File: src/abt_front.sv
// ----------------------------------------------------------------------------
// abt_front
// Input side: accepts beats, drops point-less beats inside a frame and
// queues the rest for the back end.
// ----------------------------------------------------------------------------
module abt_front #(
  parameter int COORD_WIDTH = 16
) (
  input  logic                          clk,
  input  logic                          rst_n,
  input  logic                          in_valid,
  output logic                          in_ready,
  input  logic signed [COORD_WIDTH-1:0] in_px,
  input  logic signed [COORD_WIDTH-1:0] in_py,
  input  logic signed [COORD_WIDTH-1:0] in_sx,
  input  logic signed [COORD_WIDTH-1:0] in_sy,
  input  logic                          in_has,
  input  logic                          in_last,
  input  logic                          pop,
  output logic                          q_valid,
  output logic signed [COORD_WIDTH-1:0] q_px,
  output logic signed [COORD_WIDTH-1:0] q_py,
  output logic signed [COORD_WIDTH-1:0] q_sx,
  output logic signed [COORD_WIDTH-1:0] q_sy,
  output logic                          q_has,
  output logic                          q_last
);

  localparam int DEPTH = 4;
  localparam int PTR_W = $clog2(DEPTH);
  localparam int IW    = 4 * COORD_WIDTH + 2;

  logic [IW-1:0]    mem_r [DEPTH];
  logic [PTR_W-1:0] wr_ptr_r;
  logic [PTR_W-1:0] rd_ptr_r;
  logic [PTR_W:0]   count_r;
  logic [PTR_W:0]   count_nxt;
  logic             push;
  logic [IW-1:0]    head;

  assign in_ready = (count_r != (PTR_W+1)'(DEPTH));
  // a point-less beat that does not close a frame has no effect
  assign push     = in_valid & in_ready & (in_has | in_last);
  assign q_valid  = (count_r != '0);

  always_comb begin
    case ({push, pop})
      2'b10:   count_nxt = count_r + 1'b1;
      2'b01:   count_nxt = count_r - 1'b1;
      default: count_nxt = count_r;
    endcase
  end

  always_ff @(posedge clk) begin
    if (!rst_n) begin
      wr_ptr_r <= '0;
      rd_ptr_r <= '0;
      count_r  <= '0;
    end else begin
      if (push) wr_ptr_r <= wr_ptr_r + 1'b1;
      if (pop)  rd_ptr_r <= rd_ptr_r + 1'b1;
      count_r <= count_nxt;
    end
  end

  always_ff @(posedge clk) begin
    if (push) begin
      mem_r[wr_ptr_r] <= {in_sy, in_sx, in_py, in_px, in_last, in_has};
    end
  end

  assign head   = mem_r[rd_ptr_r];
  assign q_has  = head[0];
  assign q_last = head[1];
  assign q_px   = head[2+:COORD_WIDTH];
  assign q_py   = head[2+COORD_WIDTH+:COORD_WIDTH];
  assign q_sx   = head[2+2*COORD_WIDTH+:COORD_WIDTH];
  assign q_sy   = head[2+3*COORD_WIDTH+:COORD_WIDTH];

endmodule

File: config.mk
export PLATFORM = sky130hd
export DESIGN_NAME = abt_front
export DESIGN_NICKNAME = d
export VERILOG_FILES = /design/src/abt_front.sv
export SDC_FILE = /design/constraint.sdc
export NUM_CORES = 1
export LEC_CHECK = 0
export BUFFER_PORTS_ARGS = -buffer_cell sky130_fd_sc_hd__buf_2
export CELL_PAD_IN_SITES_DETAIL_PLACEMENT = 1
export CELL_PAD_IN_SITES_GLOBAL_PLACEMENT = 1
export CORE_ASPECT_RATIO = 0.5
export CORE_MARGIN = 2
export CORE_UTILIZATION = 50
export CTS_CLUSTER_SIZE = 10
export DETAILED_ROUTE_END_ITERATION = 8
export PLACE_DENSITY = 0.78
export SYNTH_ARGS = -nofsm -noshare
export SYNTH_HDL_FRONTEND = slang
export SYNTH_SLANG_ARGS = --single-unit
File: constraint.sdc
create_clock -name clk -period 4.8 [get_ports clk]
set_input_delay 1.2 -clock clk [delete_from_list [all_inputs] [get_ports clk]]
set_output_delay 1.2 -clock clk [all_outputs]
set_load 0.01 [all_outputs]
Yosys cells after proc, flatten, opt, wreduce, memory -nomap -nowiden
Memory sizes are Yosys's and may differ from the RTL's. A register that Yosys moved wholly into a read port is not among the register bits. Cells that the tools add are included.

Memories: 1. Output and inout bits: 68. Bits in writable memories: 264. Input bits: 70. Word-level logic and storage cells: 21. Flip-flop bits (word level): 7.

Bitwise gates (word level): 3. Mux-type cells: 5. Equal/unequal tests: 3. Reductions and logical operators: 2. Add/sub/neg operators: 4.

Memory list: mem_r (depth 4, width 66, read ports 1, clocked after memory_dff 1, wr ports 1, RTL line 33) `logic [IW-1:0] mem_r [DEPTH];`.

Operators by type and width (number): $pmux W3 S2 (1); $add A2 B1 Y2 const B (2); $mux W2 (2); $add A3 B1 Y3 const B (1); $ne A3 B3 Y1 const B (1); $reduce_bool A3 Y1 (1); $sub A3 B1 Y3 const B (1); $and A1 B1 Y1 (2); $eq A2 B1 Y1 const B (1); $eq A2 B2 Y1 const B (1); $mux W1 (2); $reduce_bool A2 Y1 (1); $or A1 B1 Y1 (1).

Longest topological paths before layout
Depth after elaboration: 5. Depth in mapped cells: 9. Depth with buffers taken out: 9.

Worst setup path after synthesis
Ideal clock, no wire load.

Path kind: input-to-reg. Start: input port in_last. End: memory mem_r[0][0] (netlist name) (enable). Path buffers: 0. Path slack: 1.133 ns. Required time: 4.369 ns. Setup time: 0.431 ns. Arrival: 3.236 ns. Stages: 3. Path through: o21ai_0 > a21oi_1 > and2_1.

Cells in the longest elaborated chain, start to end: 4.

RTL lines: start: declaration (RTL line 18) `input logic in_last,`; $or A1 B1 Y1 (RTL line 43) `assign push = in_valid & in_ready & (in_has | in_last);`; $and A1 B1 Y1 (RTL line 43); $mux W1 (RTL line 67) `if (push) begin`; $mux W1 (implied by the code) (RTL line 68) `mem_r[wr_ptr_r] <= {in_sy, in_sx, in_py, in_px, in_last, in_has};`; end: declaration (RTL line 33).

No other way between the ends.

==> flow_summary.yaml <==
run_status:
  outcome: "finished, final reports clean"
floorplan:
  core_um2: 19500
  die_h_um: 104
  ios: 138
  start_util_pct: 51.2
  num_rows: 36
  die_w_um: 204
  dieArea_um2: 21200
grt:
  grt_pass1_vias: 5078
  grt_pass1_wl_um: 30500
  track_usage_pct: 19.4
  antenna_found_initial: 5
  grt_start_max_net_pins: 67
  grt_overflow_total: 0
power:
  power.density_nw_per_um2: 453
  p_leak_nw: 3.93
  total_power_mw: 5.34
  ir_worst_vdd_uv: 254
timing:
  period_share_pct: 76.1
  tns_ns: 0
  worst_pin_slew_ns: 1.02
  fmax_mhz: 274
  final_hold_viol_count: 0
  worst_clock_skew_ns: 0.0162
  period_needed_ns: 3.65
  rsz0062_at_grt: "no"
  max_slew_margin_pct: 31.7
  report.final.slew_viol_count: 0
  setup_violations: 0
cts:
  clock_path_buffers: 3
  cts.root.buffer_cell: "clkbuf_16"
  clkTransAtPathRegs_ns: 0.05
  cts_tree: "done"
  cts_buffers: 31
  clock_latency_ns: 0.53
  cts_htree_levels: 1
  cts_resized: 0
  cts_setup_buffers: 0
  cts_sinks: 273
  cts-hold-fix-buffers: 0
placement:
  hpwl_um: 11600
  io_buffers: 137
  gp_congestion: 0.677
detailed_routing:
  remaining_drc_errors: 0
  antenna_left: 0
  viasPerCell: 5.43
  wl_per_cell_um: 23.8
  first_pass_iters: 5
  vias: 4532
  drt_iter0_markers: 393
  wl_um: 19900
worst_setup_path:
  path_cells: "buf_12, mux4_2, buf_2"
  crit_arrival_ns: 2.45
  cpMaxStageDelayCell: "dfxtp_4"
  crit_type: "reg -> out"
  crit_path_start_kind: "register"
  cp_data_required_time_ns: 3.60
  slowest_delay_ns: 0.79
  endpoint_kind: "primary output"
  worstPathMaxFanout: 35
layout:
  mostFrequentLayoutCells: "264 x edfxtp_1, 137 x buf_2, 66 x mux4_2"
  final_common_cell: "edfxtp_1"
  drive_above_1_share_pct: 43.2
  nets: 628
  area_delta_synth_final_pct: 18.0
logic_synthesis:
  ys_seq_area_share_pct: 81.2
  synth_edf_count: 264
  netlist_area_um2: 9990
  synth_flop_cell: "edfxtp_1"
  synthArstFlopShare_pct: 0
  ys_types: 20
  synth_cells: 396
  synth_warnings: 0
  syn_nets: 472
  ys_ff_latch: 273
  syn-mean-instance-area_um2: 25.2
min_path:
  hp-class: "reg -> reg"
flow_run:
  cap_violations: 0
[cells by family (layout without fill, tap and decap cells)]
kind of cell,Yosys count,after routing,synth area share [%]
flops,273,273,81.2
mux,68,68,15.1
buf+inv,21,188,1.30
simple gates,19,19,0.990
fa+ha+maj,6,6,0.827
compound gates,5,5,0.276
xor+xnor,4,4,0.351
other cells,0,5,0
[stage by stage]
step,cell area [um2],instances,hold slack (ns),util [%],worst slack [ns]
detailed placement,10900,785,0.495,56.1,1.46
finish,11800,834,0.506,60.4,1.15
global placement,10900,785,0.490,56.1,1.52
floorplan,9990,396,0.468,-,1.13
global route,11800,833,0.554,60.4,0.971
CTS,11800,829,0.515,60.4,1.07
[cells in the mapped netlist, types with 3 or more instances]
| master | instances | area (um2) |
|---|---|---|
| and2_1 | 9 | 56.3 |
| buf_2 | 5 | 25.0 |
| buf_6 | 5 | 56.3 |
| clkbuf_1 | 3 | 11.3 |
| dfxtp_1 | 9 | 180 |
| edfxtp_1 | 264 | 7930 |
| ha_1 | 5 | 62.6 |
| inv_1 | 6 | 22.5 |
| mux4_2 | 66 | 1490 |
| nand2_1 | 7 | 26.3 |
| o21ai_0 | 3 | 15.0 |
[path summary, 6_finish.rpt]
| path | from | slack (ns) | end | depth (start not counted) |
|---|---|---|---|---|
| worst min register to register | wr_ptr_r[0]$_SDFFE_PN0P_ | 0.51 | wr_ptr_r[0]$_SDFFE_PN0P_ | 2 |
| worst min-delay path | wr_ptr_r[0]$_SDFFE_PN0P_ | 0.51 | wr_ptr_r[0]$_SDFFE_PN0P_ | 2 |
| worst max-delay path | register | 1.15 | q_sy[13] | 3 |
| worst max register to register | count_r[0]$_SDFFE_PN0P_ | 2.46 | mem_r[1][30]$_DFFE_PP_ | 3 |
[state kept, by name, indices dropped and copies added (netlist names), named ones only]
name,cells
mem_r,264
count_r,3
rd_ptr_r,2
wr_ptr_r,2
[report_power, final]
part	total (mW)	internal, mW	switching, mW
sequential	2.83	2.76	0.0712
combinational	0.513	0.242	0.271
clock	2.00	1.17	0.834
[critical path, delay by kind of cell (launching register included)]
kind	cells	cell delay, ns
muxes	1	0.58
buffers and inverters	2	0.51
DFF	1	0.79
[metal layers]
layer	wire, um	part of all wire, %	global-route usage, %
met3	1030	5.2	3.85
met1	8270	42	26.4
met5	0	0	0
met2	10200	51	32.2
met4	407	2.0	5.47
[cell type report]
| class | count | area, um2 |
|---|---|---|
| Antenna cell | 5 | 12.5 |
| Clock buffer | 42 | 817 |
| Clock inverter | 2 | 17.5 |
| Fill cell | 1656 | 7720 |
| Inverter | 6 | 22.5 |
| Multi-Input combinational cell | 102 | 1760 |
| Sequential cell | 273 | 8120 |
| Tap cell | 266 | 333 |
| Timing Repair Buffer | 138 | 706 |
No activity file was read; power rests on OpenSTA's default activity.
