[src/abt_pkg.sv]
// ----------------------------------------------------------------------------
// abt_pkg
// Shared types and constants of the alpha-beta nearest target tracker.
// ----------------------------------------------------------------------------
package abt_pkg;

  localparam int GAIN_W     = 9;
  localparam int GATE_W     = 16;
  localparam int MISS_W     = 8;
  localparam int CFG_ADDR_W = 3;
  localparam int CFG_DATA_W = 16;

  // register indexes
  localparam logic [CFG_ADDR_W-1:0] CFG_POS_GAIN   = 3'd0;
  localparam logic [CFG_ADDR_W-1:0] CFG_VEL_GAIN   = 3'd1;
  localparam logic [CFG_ADDR_W-1:0] CFG_VEL_DECAY  = 3'd2;
  localparam logic [CFG_ADDR_W-1:0] CFG_GATE_DIST  = 3'd3;
  localparam logic [CFG_ADDR_W-1:0] CFG_MISS_LIMIT = 3'd4;

  localparam logic [GAIN_W-1:0] POS_GAIN_RST   = 9'd154;
  localparam logic [GAIN_W-1:0] VEL_GAIN_RST   = 9'd26;
  localparam logic [GAIN_W-1:0] VEL_DECAY_RST  = 9'd230;
  localparam logic [GATE_W-1:0] GATE_DIST_RST  = 16'd512;
  localparam logic [MISS_W-1:0] MISS_LIMIT_RST = 8'd10;
  localparam logic [MISS_W-1:0] MISS_MAX       = 8'd255;

  typedef enum logic [1:0] {
    UPD_IDLE,
    UPD_DIFF,
    UPD_MULT,
    UPD_APPLY
  } upd_state_t;

  typedef enum logic [2:0] {
    MODE_HOLD,
    MODE_COAST,
    MODE_DROP,
    MODE_INIT,
    MODE_GATED,
    MODE_FILTER
  } mode_t;

  // frame-end record from the nearest-point search to the update unit
  typedef struct packed {
    logic valid;
    logic has_point;
  } frame_ctl_t;

  // track status from the update unit back to the search
  typedef struct packed {
    logic tracking;
    logic idle;
  } trk_status_t;

  // squared distance width, saturated at 64 bits
  function automatic int dist_width(input int cw);
    return (2 * cw + 1 > 64) ? 64 : 2 * cw + 1;
  endfunction

endpackage

[src/abt_nearest.sv]
// ----------------------------------------------------------------------------
// abt_nearest
// Nearest-point search: three-stage squared-distance pipeline and running
// minimum over one frame; issues the frame record at frame end.
// ----------------------------------------------------------------------------
module abt_nearest
  import abt_pkg::*;
#(
  parameter  int COORD_WIDTH = 16,
  localparam int DW          = dist_width(COORD_WIDTH)
) (
  input  logic                          clk,
  input  logic                          rst_n,
  input  logic                          pop,
  input  logic signed [COORD_WIDTH-1:0] q_px,
  input  logic signed [COORD_WIDTH-1:0] q_py,
  input  logic signed [COORD_WIDTH-1:0] q_sx,
  input  logic signed [COORD_WIDTH-1:0] q_sy,
  input  logic                          q_has,
  input  logic                          q_last,
  input  trk_status_t                   trk,
  input  logic signed [COORD_WIDTH-1:0] ref_x,
  input  logic signed [COORD_WIDTH-1:0] ref_y,
  output frame_ctl_t                    frm_ctl,
  output logic signed [COORD_WIDTH-1:0] frm_x,
  output logic signed [COORD_WIDTH-1:0] frm_y,
  output logic [DW-1:0]                 frm_dist
);

  localparam int DFW   = COORD_WIDTH + 1;
  localparam int SQW   = 2 * COORD_WIDTH;
  localparam int SUM_W = 2 * COORD_WIDTH + 1;

  logic signed [COORD_WIDTH-1:0] rx, ry;

  logic                          s1_valid_r, s1_has_r, s1_last_r;
  logic signed [DFW-1:0]         s1_dx_r, s1_dy_r;
  logic signed [COORD_WIDTH-1:0] s1_px_r, s1_py_r;

  logic signed [2*DFW-1:0]       sqx_full, sqy_full;
  logic                          s2_valid_r, s2_has_r, s2_last_r;
  logic [SQW-1:0]                s2_sqx_r, s2_sqy_r;
  logic signed [COORD_WIDTH-1:0] s2_px_r, s2_py_r;

  logic [SUM_W-1:0]              sum;
  logic [DW-1:0]                 cur_dsq;
  logic                          take;

  logic                          fhp_r;
  logic [DW-1:0]                 best_d_r;
  logic signed [COORD_WIDTH-1:0] best_x_r, best_y_r;
  frame_ctl_t                    frm_ctl_r;
  logic signed [COORD_WIDTH-1:0] frm_x_r, frm_y_r;
  logic [DW-1:0]                 frm_d_r;

  // reference: own pose until a track exists, the estimate afterwards
  assign rx = trk.tracking ? ref_x : q_sx;
  assign ry = trk.tracking ? ref_y : q_sy;

  always_ff @(posedge clk) begin
    if (!rst_n) begin
      s1_valid_r <= 1'b0;
      s2_valid_r <= 1'b0;
    end else begin
      s1_valid_r <= pop;
      s2_valid_r <= s1_valid_r;
    end
  end

  assign sqx_full = s1_dx_r * s1_dx_r;
  assign sqy_full = s1_dy_r * s1_dy_r;

  always_ff @(posedge clk) begin
    s1_dx_r   <= DFW'(q_px) - DFW'(rx);
    s1_dy_r   <= DFW'(q_py) - DFW'(ry);
    s1_px_r   <= q_px;
    s1_py_r   <= q_py;
    s1_has_r  <= q_has;
    s1_last_r <= q_last;
    s2_sqx_r  <= sqx_full[SQW-1:0];
    s2_sqy_r  <= sqy_full[SQW-1:0];
    s2_px_r   <= s1_px_r;
    s2_py_r   <= s1_py_r;
    s2_has_r  <= s1_has_r;
    s2_last_r <= s1_last_r;
  end

  always_comb begin
    sum = {1'b0, s2_sqx_r} + {1'b0, s2_sqy_r};
    if ((sum >> DW) != '0) cur_dsq = '1;
    else                   cur_dsq = sum[DW-1:0];
  end

  // strict compare: the first point keeps a tie
  assign take = s2_valid_r & s2_has_r & (~fhp_r | (cur_dsq < best_d_r));

  always_ff @(posedge clk) begin
    if (!rst_n) begin
      fhp_r     <= 1'b0;
      best_d_r  <= '1;
      best_x_r  <= '0;
      best_y_r  <= '0;
      frm_ctl_r <= '0;
    end else begin
      if (s2_valid_r && s2_last_r) begin
        frm_ctl_r <= frame_ctl_t'{valid: 1'b1, has_point: fhp_r | s2_has_r};
        fhp_r     <= 1'b0;
        best_d_r  <= '1;
      end else begin
        frm_ctl_r <= '0;
        if (take) begin
          fhp_r    <= 1'b1;
          best_d_r <= cur_dsq;
          best_x_r <= s2_px_r;
          best_y_r <= s2_py_r;
        end
      end
    end
  end

  always_ff @(posedge clk) begin
    if (s2_valid_r && s2_last_r) begin
      frm_x_r <= take ? s2_px_r : best_x_r;
      frm_y_r <= take ? s2_py_r : best_y_r;
      frm_d_r <= take ? cur_dsq : best_d_r;
    end
  end

  assign frm_ctl  = frm_ctl_r;
  assign frm_x    = frm_x_r;
  assign frm_y    = frm_y_r;
  assign frm_dist = frm_d_r;

  a_frame_clears: assert property (@(posedge clk) disable iff (!rst_n)
    frm_ctl_r.valid |-> !fhp_r)
    else $error("search state not cleared at frame end");

endmodule

[config.mk]
export PLATFORM = sky130hd
export DESIGN_NAME = abt_nearest
export DESIGN_NICKNAME = d
export VERILOG_FILES = /design/src/abt_pkg.sv /design/src/abt_nearest.sv
export SDC_FILE = /design/constraint.sdc
export NUM_CORES = 2
export LEC_CHECK = 0
export ABC_CLOCK_PERIOD_IN_PS = 8920
export BUFFER_PORTS_ARGS = -buffer_cell sky130_fd_sc_hd__buf_4
export CAP_MARGIN = 30
export CORE_MARGIN = 2
export CORE_UTILIZATION = 55
export DETAILED_ROUTE_END_ITERATION = 16
export GPL_ROUTABILITY_DRIVEN = 0
export PLACE_DENSITY = 0.77
export SLEW_MARGIN = 5
export SYNTH_ARGS = -nofsm -noshare
export SYNTH_HDL_FRONTEND = slang
export SYNTH_SLANG_ARGS = --single-unit
[constraint.sdc]
create_clock -name clk -period 8.92 [get_ports clk]
set_clock_uncertainty 0.15 [all_clocks]
set_input_delay 0.446 -clock clk [delete_from_list [all_inputs] [get_ports clk]]
set_output_delay 0.446 -clock clk [all_outputs]
set_load 0.02 [all_outputs]
Word-level counts from Yosys, hierarchy flattened
Index checks and enable logic that the tools add are counted.
{"block": "op_classes", "add_sub_neg": 3, "mul": 2, "order_cmp": 1, "n_mux": 6, "bitwise_logic": 6, "n_reduce_logical": 3}
{"cell": "$mul 17x17->32", "n": 2}
{"cell": "$mux 16", "n": 4}
{"cell": "$sub 16x16->17", "n": 2}
{"cell": "$add 32x32->33", "n": 1}
{"cell": "$lt 33x33->1", "n": 1}
{"cell": "$mux 33", "n": 1}
{"cell": "$and 1x1->1", "n": 2}
{"cell": "$mux 2", "n": 1}
{"cell": "$not 1->1", "n": 2}
{"cell": "$or 1x1->1", "n": 2}
{"cell": "$reduce_and 2->1", "n": 1}
{"cell": "$reduce_or 2->1", "n": 1}
{"cell": "$logic_and 1x1->1", "n": 1}
{"block": "totals", "register_bits": 301, "inputBits": 103, "output_inout_bits": 67, "word_cells": 44}

Longest topological paths before layout
{"block": "depth", "word_depth": 5, "depth_mapped": 25, "ltp_nobuf": 25}

Worst setup path before layout
No wires, ideal clock.
{"block": "synth_path", "path_type": "register to register", "start": "reg s1_dy_r[16]", "end": "reg s2_sqy_r[31]", "setup_time_ps": 74, "t_arrival_ps": 6030, "required_time_ps": 8696, "slack_ps": 2666, "path_stages_with_launch": 23, "path_buffers": 2, "synth_period_minus_slack_ps": 6254, "cell_sequence": "dfxtp_1 -> clkbuf_1 -> clkbuf_1 -> nand2_1 -> inv_1 -> fa_1 -> inv_1 -> fa_1 -> inv_1 -> fa_1 -> fa_1 -> fa_1 -> fa_1 -> ha_1 -> and4_1 -> and3_1 -> and2_1 -> o21ai_0 -> a31o_2 -> a21oi_1 -> o21ai_0 -> a21oi_1 -> a31oi_1"}
{"block": "synth_between", "elab_chain_len": 1}
{"element": "start: declaration", "line_no": "abt_nearest.sv:37", "text": "logic signed [DFW-1:0] s1_dx_r, s1_dy_r;"}
{"element": "start signal: assignment", "line_no": "abt_nearest.sv:75", "text": "s1_dy_r <= DFW'(q_py) - DFW'(ry);"}
{"element": "$mul 17x17->32", "line_no": "abt_nearest.sv:71", "text": "assign sqy_full = s1_dy_r * s1_dy_r;"}
{"element": "net sqy_full[31]", "line_no": "abt_nearest.sv:40", "text": "logic signed [2*DFW-1:0] sqx_full, sqy_full;"}
{"element": "end signal: assignment", "line_no": "abt_nearest.sv:81", "text": "s2_sqy_r <= sqy_full[SQW-1:0];"}
{"element": "end: declaration", "line_no": "abt_nearest.sv:42", "text": "logic [SQW-1:0] s2_sqx_r, s2_sqy_r;"}
The timed path passes the listed nets, and every way through them passes these cells.
A chain may end at the register's enable or synchronous reset.

Worst setup path in the final report
Same ends and word-level chain as after synthesis.

==> flow_summary.toml <==
[run_status]
status = "finished, final reports clean"

[logic_synthesis]
netlist_area_um2 = 30700
ys.flop_type = "dfxtp_1"
synth_seq_cells = 299
syn_inst = 3127
yosysUniqueCellTypes = 73
ys_warn_count = 0
synth-async-reset-ratio_pct = 0
synth_edf_count = 65
syn-num-nets = 4005
syn_area_per_cell_um2 = 9.83
synth_seq_area_share_pct = 21.6

[final_layout]
fin_nets = 4178
final_cell_mix = "736 x inv_1, 514 x fa_1, 289 x nand2_1, 261 x ha_1, 234 x dfxtp_1"
drive_above_1_share_pct = 8.84
multi_input_area_um2 = 21000
fillCellCount = 4506
syn_to_final_growth_pct = 11.0
insertedDiodeCount = 0
seq_area_um2 = 6640
final_common_cell = "inv_1"
postLayoutCoreUtil_pct = 61.8

[detailed_routing]
ant_nets = 0
vias = 21100
wire_per_inst_um = 15.6
drt_iter0_markers = 1056
firstDrtPassIters = 5
wl_um = 63500
via_per_inst = 5.17
drc = 0

[floorplanning]
core_area_um2 = 55200
die-area_um2 = 57800
rows = 86
io_pins = 170
floorplan.initialDensity_pct = 55.7
die_height_um = 240
die_w_um = 240

[setup_path]
critPathLaunchType = "register"
path_cells = "buf_4, nand2_1, inv_1, fa_1, inv_1, fa_1, inv_1, fa_1, fa_1, fa_1, fa_1, ha_1, and4_1, and3_1, and2_1, o21ai_0, a31o_2, a21oi_1, o21ai_0, a21oi_1, a31oi_1"
r2r_slack_ns = 1.66
r2r-start = "s1_dy_r[16]"
critPathKind = "reg2reg"
slowest_delay_ns = 0.80
crit_buf_inv = 4
timing.rr.end = "s2_sqy_r[31]"
cpMostUsedCell = "fa_1"
cp.arrival_ns = 7.64
critPathSlowestCell = "fa_1"
worstSetupEndpointType = "register"
reg2reg_depth = 21
path_max_fanout = 21
crit_family = "adder cells"
cp.required_ns = 9.30

[min_path]
min_path_type = "in2reg"
hold_end = "s1_dx_r[16]"
hold-path-cell-count = 4
worstHoldStart = "q_sx[15]"

[timing]
slew_violations = 0
hold-worst-slack_ns = 0.173
fin_crit_sh_pct = 81.4
tightest_slew_ns = 0.926
finalHoldViolations = 0
finalCriticalPeriod_ns = 7.26
maxSlewHeadroom_pct = 38.1
max_freq_mhz = 138
setup_viol = 0
rsz0062_at_grt = "false"
tns_ns = 0

[global_routing]
grt_pass1_wl_um = 107000
grt_max_degree = 68
grt_usage_pct = 23.2
overflow = 0
antenna_found_initial = 1
grt_pass1_vias = 22500

[clocking]
clk_pin_slew_ns = 0.06
cts_buffers = 30
cts_tree = "done"
clock_latency_ns = 0.61
cts_htree_levels = 1
clock_tree.root_cell = "clkbuf_16"
clkSinkCount = 299
clk_path_buf_depth = 3

[flow_run]
cap_violations = 0

[placed_design]
hpwl_um = 51000
port_buffers = 168
[metal layers]
layer	track usage, %	wire length [um]
met2	41.3	32100
met4	5.03	1500
met5	0	0
met1	29.9	26500
met3	3.48	3380
[registers in the layout, indices dropped and copies added (netlist names), 2 cells and up]
name,count
s2_py_r,16
s1_dy_r,17
frm_ctl,2
frm_x,16
best_d_r,33
s2_px_r,16
frm_dist,33
s2_sqy_r,31
s2_sqx_r,31
s1_dx_r,17
frm_y,16
s1_py_r,16
best_x_r,16
s1_px_r,16
best_y_r,16
[stage by stage]
step / area, um2 / setup slack [ns] / cells
after floorplan: 30700 / 2.67 / 3127
after global placement: 32700 / 1.98 / 3976
after detailed placement: 32800 / 1.80 / 3978
after CTS: 34100 / 1.68 / 4071
after global routing: 34100 / 1.20 / 4072
final: 34100 / 1.66 / 4072
[synth_stat cells (all sizes together), types with 12 or more instances]
| cell | n | area share (%) |
|---|---|---|
| mux2i | 31 | 1.0 |
| xor2 | 35 | 1.0 |
| o21bai | 12 | 0.29 |
| inv | 737 | 9.0 |
| nand2b | 49 | 1.0 |
| nand3 | 49 | 0.80 |
| a21o | 48 | 1.2 |
| a211oi | 14 | 0.38 |
| clkbuf | 70 | 0.85 |
| and2 | 108 | 2.2 |
| o21a | 22 | 0.54 |
| nor3 | 13 | 0.23 |
| dfxtp | 234 | 15 |
| nor2 | 92 | 1.1 |
| o21ai | 79 | 1.3 |
| xnor2 | 105 | 3.0 |
| a21oi | 113 | 1.9 |
| nor2b | 40 | 0.81 |
| mux2 | 37 | 1.4 |
| fa | 514 | 33 |
| ha | 261 | 11 |
| edfxtp | 65 | 6.3 |
| nand2 | 289 | 3.5 |
| and3 | 15 | 0.32 |
[worst min-delay path, cell delays in order]
cell and delay, ns:
buf_4 0.08, mux2i_1 0.06, ha_1 0.19, mux2i_1 0.11
[final cells by class]
| type | instances | share of cell area, % |
|---|---|---|
| Clock buffer | 41 | 2.41 |
| Clock inverter | 15 | 0.407 |
| Inverter | 738 | 8.12 |
| Multi-Input combinational cell | 2010 | 61.6 |
| Sequential cell | 299 | 19.4 |
| Tap cell | 748 | 2.74 |
| Timing Repair Buffer | 221 | 5.25 |
[how the worst max path moves through the flow]
| stage | start | to | slack (ns) | cells past startpoint |
|---|---|---|---|---|
| floorplan | s1_dy_r[16] | s2_sqy_r[31] | 2.67 | 22 |
| global placement | s1_dy_r[16] | s2_sqy_r[31] | 1.98 | 21 |
| detailed placement | s1_dy_r[16] | s2_sqy_r[31] | 1.80 | 21 |
| CTS | s1_dy_r[16] | s2_sqy_r[31] | 1.68 | 21 |
| global route | s1_dy_r[16] | s2_sqy_r[31] | 1.20 | 21 |
| finish | s1_dy_r[16] | s2_sqy_r[31] | 1.66 | 21 |
[cell families (layout without fill, tap and decap cells)]
| family | after synthesis | after routing | synth area share (%) |
|---|---|---|---|
| buffers and inverters | 818 | 1015 | 10.0 |
| AO/OA/AOI/OAI | 353 | 353 | 7.50 |
| XOR/XNOR | 140 | 140 | 3.99 |
| multiplexers | 68 | 68 | 2.38 |
| flip-flops | 299 | 299 | 21.6 |
| adder cells (fa/ha/maj) | 775 | 775 | 44.1 |
| AND/OR/NAND/NOR | 674 | 674 | 10.5 |
[what timing repair did]
action,in CTS,in global routing
hold endpoints to repair,37,0
buffers inserted,0,0
resized for setup,0,0
hold buffers,37,0
Power is not shown: default switching activity piles up to over one toggle a cycle in this logic, so the estimate is an artifact.
