`src/abt_pkg.sv`:
```
// ----------------------------------------------------------------------------
// abt_pkg
// Shared types and constants of the alpha-beta nearest target tracker.
// ----------------------------------------------------------------------------
package abt_pkg;

  localparam int GAIN_W     = 9;
  localparam int GATE_W     = 16;
  localparam int MISS_W     = 8;
  localparam int CFG_ADDR_W = 3;
  localparam int CFG_DATA_W = 16;

  // register indexes
  localparam logic [CFG_ADDR_W-1:0] CFG_POS_GAIN   = 3'd0;
  localparam logic [CFG_ADDR_W-1:0] CFG_VEL_GAIN   = 3'd1;
  localparam logic [CFG_ADDR_W-1:0] CFG_VEL_DECAY  = 3'd2;
  localparam logic [CFG_ADDR_W-1:0] CFG_GATE_DIST  = 3'd3;
  localparam logic [CFG_ADDR_W-1:0] CFG_MISS_LIMIT = 3'd4;

  localparam logic [GAIN_W-1:0] POS_GAIN_RST   = 9'd154;
  localparam logic [GAIN_W-1:0] VEL_GAIN_RST   = 9'd26;
  localparam logic [GAIN_W-1:0] VEL_DECAY_RST  = 9'd230;
  localparam logic [GATE_W-1:0] GATE_DIST_RST  = 16'd512;
  localparam logic [MISS_W-1:0] MISS_LIMIT_RST = 8'd10;
  localparam logic [MISS_W-1:0] MISS_MAX       = 8'd255;

  typedef enum logic [1:0] {
    UPD_IDLE,
    UPD_DIFF,
    UPD_MULT,
    UPD_APPLY
  } upd_state_t;

  typedef enum logic [2:0] {
    MODE_HOLD,
    MODE_COAST,
    MODE_DROP,
    MODE_INIT,
    MODE_GATED,
    MODE_FILTER
  } mode_t;

  // frame-end record from the nearest-point search to the update unit
  typedef struct packed {
    logic valid;
    logic has_point;
  } frame_ctl_t;

  // track status from the update unit back to the search
  typedef struct packed {
    logic tracking;
    logic idle;
  } trk_status_t;

  // squared distance width, saturated at 64 bits
  function automatic int dist_width(input int cw);
    return (2 * cw + 1 > 64) ? 64 : 2 * cw + 1;
  endfunction

endpackage

```
`src/abt_update.sv`:
```
// ----------------------------------------------------------------------------
// abt_update
// Frame-end update: classifies the frame, then residual, gain multiply and
// round/saturate steps; owns the track state and the result register.
// ----------------------------------------------------------------------------
module abt_update
  import abt_pkg::*;
#(
  parameter  int COORD_WIDTH = 16,
  localparam int DW          = dist_width(COORD_WIDTH)
) (
  input  logic                          clk,
  input  logic                          rst_n,
  input  frame_ctl_t                    frm_ctl,
  input  logic signed [COORD_WIDTH-1:0] frm_x,
  input  logic signed [COORD_WIDTH-1:0] frm_y,
  input  logic [DW-1:0]                 frm_dist,
  input  logic [GAIN_W-1:0]             pos_gain,
  input  logic [GAIN_W-1:0]             vel_gain,
  input  logic [GAIN_W-1:0]             vel_decay,
  input  logic [2*GATE_W-1:0]           gate_sq,
  input  logic [MISS_W-1:0]             miss_limit,
  output trk_status_t                   trk,
  output logic signed [COORD_WIDTH-1:0] est_x,
  output logic signed [COORD_WIDTH-1:0] est_y,
  output logic                          done,
  output logic                          out_valid,
  input  logic                          out_ready,
  output logic                          out_track_valid,
  output logic signed [COORD_WIDTH-1:0] out_x,
  output logic signed [COORD_WIDTH-1:0] out_y,
  output logic signed [COORD_WIDTH-1:0] out_vx,
  output logic signed [COORD_WIDTH-1:0] out_vy
);

  localparam int CMP_W = (DW > 2 * GATE_W) ? DW : 2 * GATE_W;
  localparam int RW    = COORD_WIDTH + 2;
  localparam int PW    = COORD_WIDTH + 12;
  localparam logic signed [PW-1:0] RND   = PW'(128);
  localparam logic signed [PW-1:0] C_MAX = PW'((64'd1 << (COORD_WIDTH - 1)) - 64'd1);
  localparam logic signed [PW-1:0] C_MIN = ~C_MAX;

  upd_state_t                    state_r, state_nxt;
  mode_t                         mode_r, mode_cap;
  logic                          tracking_r;
  logic [MISS_W-1:0]             miss_r, miss_inc;
  logic signed [COORD_WIDTH-1:0] pos_r [2];
  logic signed [COORD_WIDTH-1:0] vel_r [2];
  logic signed [COORD_WIDTH-1:0] obs_r [2];
  logic signed [COORD_WIDTH:0]   pred_r [2];
  logic signed [RW-1:0]          res_r [2];
  logic signed [PW-1:0]          ppos_r [2];
  logic signed [PW-1:0]          pvel_r [2];
  logic signed [PW-1:0]          pdec_r [2];
  logic signed [GAIN_W:0]        pos_gain_s, vel_gain_s, decay_s;
  logic signed [COORD_WIDTH-1:0] new_pos [2];
  logic signed [COORD_WIDTH-1:0] new_vel [2];
  logic                          idle, has_result, commit;
  logic                          out_valid_r, out_tv_r;
  logic signed [COORD_WIDTH-1:0] out_pos_r [2];
  logic signed [COORD_WIDTH-1:0] out_vel_r [2];

  function automatic logic signed [COORD_WIDTH-1:0] sat_c(input logic signed [PW-1:0] v);
    if (v > C_MAX)      return C_MAX[COORD_WIDTH-1:0];
    else if (v < C_MIN) return C_MIN[COORD_WIDTH-1:0];
    else                return v[COORD_WIDTH-1:0];
  endfunction

  assign miss_inc = (miss_r == MISS_MAX) ? MISS_MAX : miss_r + 1'b1;

  always_comb begin
    if (!frm_ctl.has_point) begin
      if (!tracking_r)             mode_cap = MODE_HOLD;
      else if (miss_inc < miss_limit) mode_cap = MODE_COAST;
      else                         mode_cap = MODE_DROP;
    end else if (!tracking_r) begin
      mode_cap = MODE_INIT;
    end else if (CMP_W'(frm_dist) > CMP_W'(gate_sq)) begin
      mode_cap = MODE_GATED;
    end else begin
      mode_cap = MODE_FILTER;
    end
  end

  // next state
  always_comb begin
    state_nxt = state_r;
    unique case (state_r)
      UPD_IDLE:  if (frm_ctl.valid) state_nxt = UPD_DIFF;
      UPD_DIFF:  state_nxt = UPD_MULT;
      UPD_MULT:  state_nxt = UPD_APPLY;
      UPD_APPLY: if (commit) state_nxt = UPD_IDLE;
      default:   state_nxt = UPD_IDLE;
    endcase
  end

  // state outputs
  always_comb begin
    idle       = (state_r == UPD_IDLE);
    has_result = (mode_r != MODE_INIT);
    commit     = (state_r == UPD_APPLY) &&
                 (!has_result || !out_valid_r || out_ready);
  end

  // residual obs - (x + v) serves both the position and the velocity gain
  assign pos_gain_s = {1'b0, pos_gain};
  assign vel_gain_s = {1'b0, vel_gain};
  assign decay_s    = {1'b0, vel_decay};

  always_ff @(posedge clk) begin
    for (int i = 0; i < 2; i++) begin
      pred_r[i] <= (COORD_WIDTH+1)'(pos_r[i]) + (COORD_WIDTH+1)'(vel_r[i]);
      res_r[i]  <= RW'(obs_r[i]) - RW'(pos_r[i]) - RW'(vel_r[i]);
      ppos_r[i] <= PW'(res_r[i]) * PW'(pos_gain_s);
      pvel_r[i] <= PW'(res_r[i]) * PW'(vel_gain_s);
      pdec_r[i] <= PW'(vel_r[i]) * PW'(decay_s);
    end
  end

  always_comb begin
    for (int i = 0; i < 2; i++) begin
      case (mode_r)
        MODE_FILTER: begin
          new_pos[i] = sat_c(PW'(pred_r[i]) + ((ppos_r[i] + RND) >>> 8));
          new_vel[i] = sat_c(PW'(vel_r[i]) + ((pvel_r[i] + RND) >>> 8));
        end
        MODE_COAST: begin
          new_pos[i] = sat_c(PW'(pred_r[i]));
          new_vel[i] = sat_c((pdec_r[i] + RND) >>> 8);
        end
        MODE_INIT: begin
          new_pos[i] = obs_r[i];
          new_vel[i] = '0;
        end
        default: begin
          new_pos[i] = pos_r[i];
          new_vel[i] = vel_r[i];
        end
      endcase
    end
  end

  always_ff @(posedge clk) begin
    if (!rst_n) begin
      state_r     <= UPD_IDLE;
      mode_r      <= MODE_HOLD;
      tracking_r  <= 1'b0;
      miss_r      <= '0;
      out_valid_r <= 1'b0;
      out_tv_r    <= 1'b0;
      for (int i = 0; i < 2; i++) begin
        pos_r[i] <= '0;
        vel_r[i] <= '0;
      end
    end else begin
      state_r <= state_nxt;
      if (idle && frm_ctl.valid) mode_r <= mode_cap;
      if (commit && has_result) out_valid_r <= 1'b1;
      else if (out_ready)       out_valid_r <= 1'b0;
      if (commit) begin
        for (int i = 0; i < 2; i++) begin
          pos_r[i] <= new_pos[i];
          vel_r[i] <= new_vel[i];
        end
        case (mode_r) inside
          MODE_INIT: begin
            tracking_r <= 1'b1;
            miss_r     <= '0;
          end
          MODE_DROP: begin
            tracking_r <= 1'b0;
            miss_r     <= miss_inc;
          end
          MODE_COAST, MODE_GATED: miss_r <= miss_inc;
          default: ;
        endcase
        if (has_result) begin
          out_tv_r <= (mode_r == MODE_COAST) || (mode_r == MODE_FILTER);
        end
      end
    end
  end

  always_ff @(posedge clk) begin
    if (idle && frm_ctl.valid) begin
      obs_r[0] <= frm_x;
      obs_r[1] <= frm_y;
    end
    if (commit && has_result) begin
      for (int i = 0; i < 2; i++) begin
        out_pos_r[i] <= new_pos[i];
        out_vel_r[i] <= new_vel[i];
      end
    end
  end

  assign trk.tracking    = tracking_r;
  assign trk.idle        = idle;
  assign est_x           = pos_r[0];
  assign est_y           = pos_r[1];
  assign done            = commit;
  assign out_valid       = out_valid_r;
  assign out_track_valid = out_tv_r;
  assign out_x           = out_pos_r[0];
  assign out_y           = out_pos_r[1];
  assign out_vx          = out_vel_r[0];
  assign out_vy          = out_vel_r[1];

  a_init_state: assert property (@(posedge clk) disable iff (!rst_n)
    (commit && mode_r == MODE_INIT) |=> (tracking_r && miss_r == '0))
    else $error("initialization did not start a fresh track");

  a_drop_result: assert property (@(posedge clk) disable iff (!rst_n)
    (commit && mode_r == MODE_DROP) |=> (!tracking_r && out_valid_r && !out_tv_r))
    else $error("dropped track not reported as invalid");

  a_valid_tracks: assert property (@(posedge clk) disable iff (!rst_n)
    (out_valid_r && out_tv_r) |-> tracking_r)
    else $error("valid estimate reported without a track");

endmodule

```
`config.mk`:
```
export PLATFORM = sky130hd
export DESIGN_NAME = abt_update
export DESIGN_NICKNAME = d
export VERILOG_FILES = /design/src/abt_pkg.sv /design/src/abt_update.sv
export SDC_FILE = /design/constraint.sdc
export NUM_CORES = 2
export LEC_CHECK = 0
export BUFFER_PORTS_ARGS = -buffer_cell sky130_fd_sc_hd__buf_2
export CORE_ASPECT_RATIO = 1.1
export CORE_MARGIN = 4
export CORE_UTILIZATION = 60
export CTS_CLUSTER_SIZE = 12
export DETAILED_ROUTE_END_ITERATION = 12
export PLACE_DENSITY = 0.78
export SETUP_SLACK_MARGIN = 0.1
export SLEW_MARGIN = 15
export SYNTH_ARGS = -nofsm -noshare
export SYNTH_HDL_FRONTEND = slang
export SYNTH_SLANG_ARGS = --single-unit
export TNS_END_PERCENT = 10
```
`constraint.sdc`:
```
create_clock -name clk -period 10 [get_ports clk]
set_clock_uncertainty 0.15 [all_clocks]
set_input_delay 1 -clock clk [delete_from_list [all_inputs] [get_ports clk]]
set_output_delay 1 -clock clk [all_outputs]
set_load 0.1 [all_outputs]
```
Yosys cells after proc, flatten, opt, wreduce, memory -nomap -nowiden
Memory sizes are Yosys's and may differ from the RTL's.
Cells that the tools add are included.
{ "totals": {"out_inout_bits": 101, "elab_cells": 138, "ff_bits": 16, "memories": 10, "input_bits": 137, "ramBits": 398} }
{ "op_classes": {"add_sub_neg": 17, "n_mux": 48, "magnitude_cmp": 18, "n_bitwise": 4, "eq_ne": 12, "n_mul": 6, "n_reduce_logical": 17} }
{ "mem_list": {"columns": ["memory", "words", "word_bits", "read_ports", "rd_clocked_by_memory_dff", "wr", "line", "source"], "rows": [
  ["pdec_r", 2, 28, 2, 0, 2, "abt_update.sv:54", "logic signed [PW-1:0] pdec_r [2];"],
  ["ppos_r", 2, 28, 2, 0, 2, "abt_update.sv:52", "logic signed [PW-1:0] ppos_r [2];"],
  ["pvel_r", 2, 28, 2, 0, 2, "abt_update.sv:53", "logic signed [PW-1:0] pvel_r [2];"],
  ["res_r", 2, 18, 2, 0, 2, "abt_update.sv:51", "logic signed [RW-1:0] res_r [2];"],
  ["pred_r", 2, 17, 2, 0, 2, "abt_update.sv:50", "logic signed [COORD_WIDTH:0] pred_r [2];"],
  ["obs_r", 2, 16, 2, 0, 2, "abt_update.sv:49", "logic signed [COORD_WIDTH-1:0] obs_r [2];"],
  ["4 more memories", null, null, null, null, null, null, null]
]} }
{ "op_table": {"columns": ["operator", "n"], "rows": [
  ["two-way mux 16 bit", 20],
  ["one-hot mux 16 bit (3 select lines)", 4],
  ["adder 28 x 9 -> 28 bit (second input constant)", 6],
  ["multiplier 18 x 10 -> 28 bit", 4],
  ["greater-than comparator 21 x 16 -> 1 bit (second input constant)", 4],
  ["< comparator 21 x 16 -> 1 bit (second input constant)", 4],
  ["multiplier 16 x 10 -> 26 bit", 2],
  ["adder 16 x 20 -> 21 bit", 2],
  ["adder 17 x 20 -> 21 bit", 2],
  ["greater-than comparator 20 x 16 -> 1 bit (second input constant)", 2],
  ["< comparator 20 x 16 -> 1 bit (second input constant)", 2],
  ["subtractor 17 x 16 -> 18 bit", 2],
  ["adder 16 x 16 -> 17 bit", 2],
  ["greater-than comparator 17 x 16 -> 1 bit (second input constant)", 2],
  ["< comparator 17 x 16 -> 1 bit (second input constant)", 2],
  ["subtractor 16 x 16 -> 17 bit", 2],
  ["greater-than comparator 33 x 32 -> 1 bit", 1],
  ["two-way mux 8 bit", 4],
  ["two-way mux 1 bit", 13],
  ["two-way mux 3 bit", 3],
  ["adder 8 x 1 -> 8 bit (second input constant)", 1],
  ["equality test 8 bit (second input constant)", 1],
  ["< comparator 8 bit", 1],
  ["one-hot mux 2 bit (4 select lines)", 1],
  ["17 further kinds", 35]
]} }

Logic depth before layout (Yosys ltp)
{ "logic_depth": {"ltp_word": 9, "mapped_depth": 24, "depth_no_buf": 22} }

Worst setup path before layout
No wires, ideal clock.
{ "synth_path": {"kind": "input to register", "from": "in vel_gain[3]", "to": "mem pvel_r[0][50] in the netlist's numbering", "slack_ns": 3.163, "path_buffers": 2, "required_ns": 9.730, "cell_stages": 22, "arrival_ns": 6.567, "setup_ns": 0.120, "path_cell_list": "clkbuf_1 > clkbuf_1 > nand2_1 > fa_1 > inv_1 > fa_1 > inv_1 > fa_1 > inv_1 > fa_1 > inv_1 > fa_1 > inv_1 > ha_1 > or4_1 > a211oi_1 > o31ai_1 > o41ai_2 > o221ai_1 > a21o_1 > a21o_1 > xor2_1"} }
{ "synth_rtl": {"columns": ["element", "line", "source"], "rows": [
  ["start: declaration", "abt_update.sv:19", "input logic [GAIN_W-1:0] vel_gain,"],
  ["end: declaration", "abt_update.sv:53", null]
]} }

==> results.py <==
metrics = {
    "worst_setup_path": {
        "rr_worst_depth": 18,
        "critical_path_class": "input pin to flop",
        "r2r_slack_ps": 3150,
        "r2r-start": "res_r[0][26]",
        "cp_data_required_time_ps": 10390,
        "crit_path_end_kind": "flop",
        "start_kind": "input pin",
        "worstPathMaxFanout": 36,
        "cp.arrival_ps": 7310,
        "r2r-end": "pvel_r[0][55]",
    },
    "floorplanning": {
        "dieArea_mm2": 0.09749,
        "num_rows": 116,
        "pin_count": 238,
        "start_util": 0.6073,
        "core_mm2": 0.09144,
        "die_h_um": 327.1,
        "die_x_um": 298.1,
    },
    "run_status": {
        "status": "complete, no violations",
    },
    "clock_tree": {
        "cts-root-buf": "clkbuf_16",
        "htree_levels": 2,
        "hold_buffers": 0,
        "cts_tree": "done",
        "cts_buffers": 42,
        "cts_sinks": 368,
        "clk_path_buf_depth": 3,
        "clk-insertion-delay-late_ps": 610,
        "ctsResizeCount": 0,
        "post-cts-setup-buffer-count": 0,
        "path_clk_slew_ps": 60,
    },
    "synthesis": {
        "ys.flop_type": "dfxtp_1",
        "netlist_instances": 6135,
        "synth_top_area_cell": "fa_1",
        "synth-seq-area-share": 0.1615,
        "ys_seq_elements": 368,
        "async_flop_share": 0,
        "synth_top_family_by_area": "adder cells",
        "synth.net_count": 7685,
        "synth_warnings": 0,
        "synth_area_leaders": "fa_1 30%, ha_1 13%, edfxtp_1 8.7%",
        "synth_xor_area_frac": 0.05425,
        "syn_avg_cell_area_um2": 9.052,
        "ys_types": 97,
        "synth_adder_area_share": 0.4292,
        "synth-compound-area-share": 0.09625,
        "synth_mux_area_frac": 0.0005407,
        "synth_edf_count": 160,
        "synth_top_area_share": 0.2956,
        "netlist_area_mm2": 0.05553,
        "synth-simple-area-share": 0.1659,
    },
    "timing": {
        "hold_viol_final": 0,
        "setup_viol": 0,
        "timing.final.crit_share": 0.6929,
        "finalCriticalPeriod_ps": 6929,
        "rsz0062_at_grt": "no",
        "worstMarginPinSlew_ps": 1143,
        "slew_viol_final": 0,
        "max_freq_ghz": 0.1443,
        "fin_tns_setup_ps": 0,
        "slew_headroom": 0.2381,
    },
    "final_layout": {
        "drive_above_1_share": 0.06378,
        "layout_commonest_cell": "inv_1",
        "nets": 7790,
        "area_growth_pct": 6.403,
        "mostFrequentLayoutCells": "1144 x inv_1, 820 x fa_1, 593 x nand2_1, 593 x ha_1, 527 x and2_1",
        "fillers": 7371,
    },
    "global_routing": {
        "grt_pass1_vias": 44360,
        "grt_pass1_wl_um": 231500,
        "grt.overflow.total": 0,
        "grt_use_total": 0.2945,
        "antenna_found_initial": 7,
        "grt_max_degree": 59,
    },
    "placement": {
        "dpl.hpwl_um": 112400,
        "gp_congestion": 0.9473,
        "numPortBuffers": 237,
    },
    "hold_path": {
        "min_path_type": "flop to flop",
        "whs_path_depth": 2,
        "holdCritStartpoint": "state_r[0]",
        "holdPathEnd": "state_r[0]",
    },
    "detailed_routing": {
        "via_per_inst": 5.732,
        "wirelength_um": 142500,
        "drc": 0,
        "vias": 42723,
        "drt_iter0_drc": 3557,
        "wl_per_cell_um": 19.12,
        "dr.pass1.iters": 6,
        "ant_nets": 0,
    },
    "job": {
        "drv_cap": 0,
    },
}
==> state kept, by name, indices dropped and copies added, names as in the netlist, 8 cells and up <==
signal / count
obs_r: 32
ppos_r: 42
pdec_r: 38
miss_r: 8
res_r: 36
out_vel_r: 32
pred_r: 34
pvel_r: 42
pos_r: 32
vel_r: 32
out_pos_r: 32
==> Yosys cell counts, drive strengths merged, types with 25 or more instances <==
| master | count |
|---|---|
| and2 | 527 |
| nor3 | 61 |
| a211oi | 46 |
| xnor2 | 253 |
| nand4 | 47 |
| a22oi | 25 |
| edfxtp | 160 |
| a21o | 81 |
| o21ai | 124 |
| dfxtp | 208 |
| nand2 | 600 |
| nand2b | 35 |
| and3 | 49 |
| o21a | 49 |
| xor2 | 91 |
| nor2b | 46 |
| nand3 | 98 |
| ha | 593 |
| inv | 1146 |
| a21oi | 242 |
| nor2 | 332 |
| a31oi | 35 |
| fa | 820 |
| clkbuf | 193 |
==> through the flow <==
stage / utilization / setup WS, ps / instance area [µm²] / std cells / hold slack (ps)
final: 0.6462 / 3071 / 59090 / 7454 / 377.2
after global routing: 0.6462 / 2734 / 59090 / 7452 / 392.5
after CTS: 0.6462 / 3218 / 59090 / 7452 / 377.2
after detailed placement: 0.6307 / 2604 / 57670 / 7376 / 366.4
after global placement: 0.6307 / 2767 / 57670 / 7376 / 314.6
after floorplan: - / 3163 / 55530 / 6135 / 334.6
==> worst max path at each step <==
stage	startpoint	to	slack [ps]
after floorplan	vel_gain[3]	pvel_r[0][50]	3160
after global placement	vel_gain[3]	pvel_r[0][55]	2770
after detailed placement	vel_gain[3]	pvel_r[0][55]	2600
after CTS	vel_gain[3]	pvel_r[0][55]	3220
after global routing	vel_gain[3]	pvel_r[0][55]	2730
final	vel_gain[3]	pvel_r[0][55]	3070
==> area by class of cell <==
| class | instances | area [µm²] | area share |
|---|---|---|---|
| Timing Repair Buffer | 271 | 1441 | 0.02439 |
| Tap cell | 1180 | 1476 | 0.02499 |
| Antenna cell | 2 | 5.005 | 0.00008470 |
| Clock inverter | 14 | 148.9 | 0.002520 |
| Inverter | 1146 | 4302 | 0.07280 |
| Multi-Input combinational cell | 4411 | 41480 | 0.7019 |
| Clock buffer | 62 | 1271 | 0.02151 |
| Sequential cell | 368 | 8969 | 0.1518 |
==> routing by layer <==
metal,global-route usage,vias to the layer above,part of all wire
met5,0,-,0
met4,0.1089,0,0.039
met3,0.04520,334,0.078
met2,0.4900,1589,0.47
met1,0.3931,21182,0.41
li1,-,19618,-
==> logic make-up (layout without fill, tap and decap cells) <==
kind of cell,count (synthesis),count (layout)
buffers and inverters,1356,1493
adders and majority gates,1413,1413
and+or+nand+nor,1861,1861
AOI/OAI and AO/OA,790,790
muxes,3,3
xor gates and xnor gates,344,344
DFF,368,368
other,0,2
==> worst max-delay path, cell delays in order <==
cell,delay [ps]
buf_2,560
nand2_1,170
fa_1,570
inv_1,60
fa_1,510
inv_1,50
fa_1,470
inv_1,50
fa_1,520
inv_1,50
fa_1,520
inv_1,40
ha_1,220
or4_1,560
a211oi_1,410
o31a_1,260
a2111oi_1,160
o41ai_1,570
o21bai_1,170
a21oi_1,210
xnor2_1,130
Power is left out: the tool's default activity adds up to more than one toggle a clock period on the data nets, which glitch-free logic cannot reach.
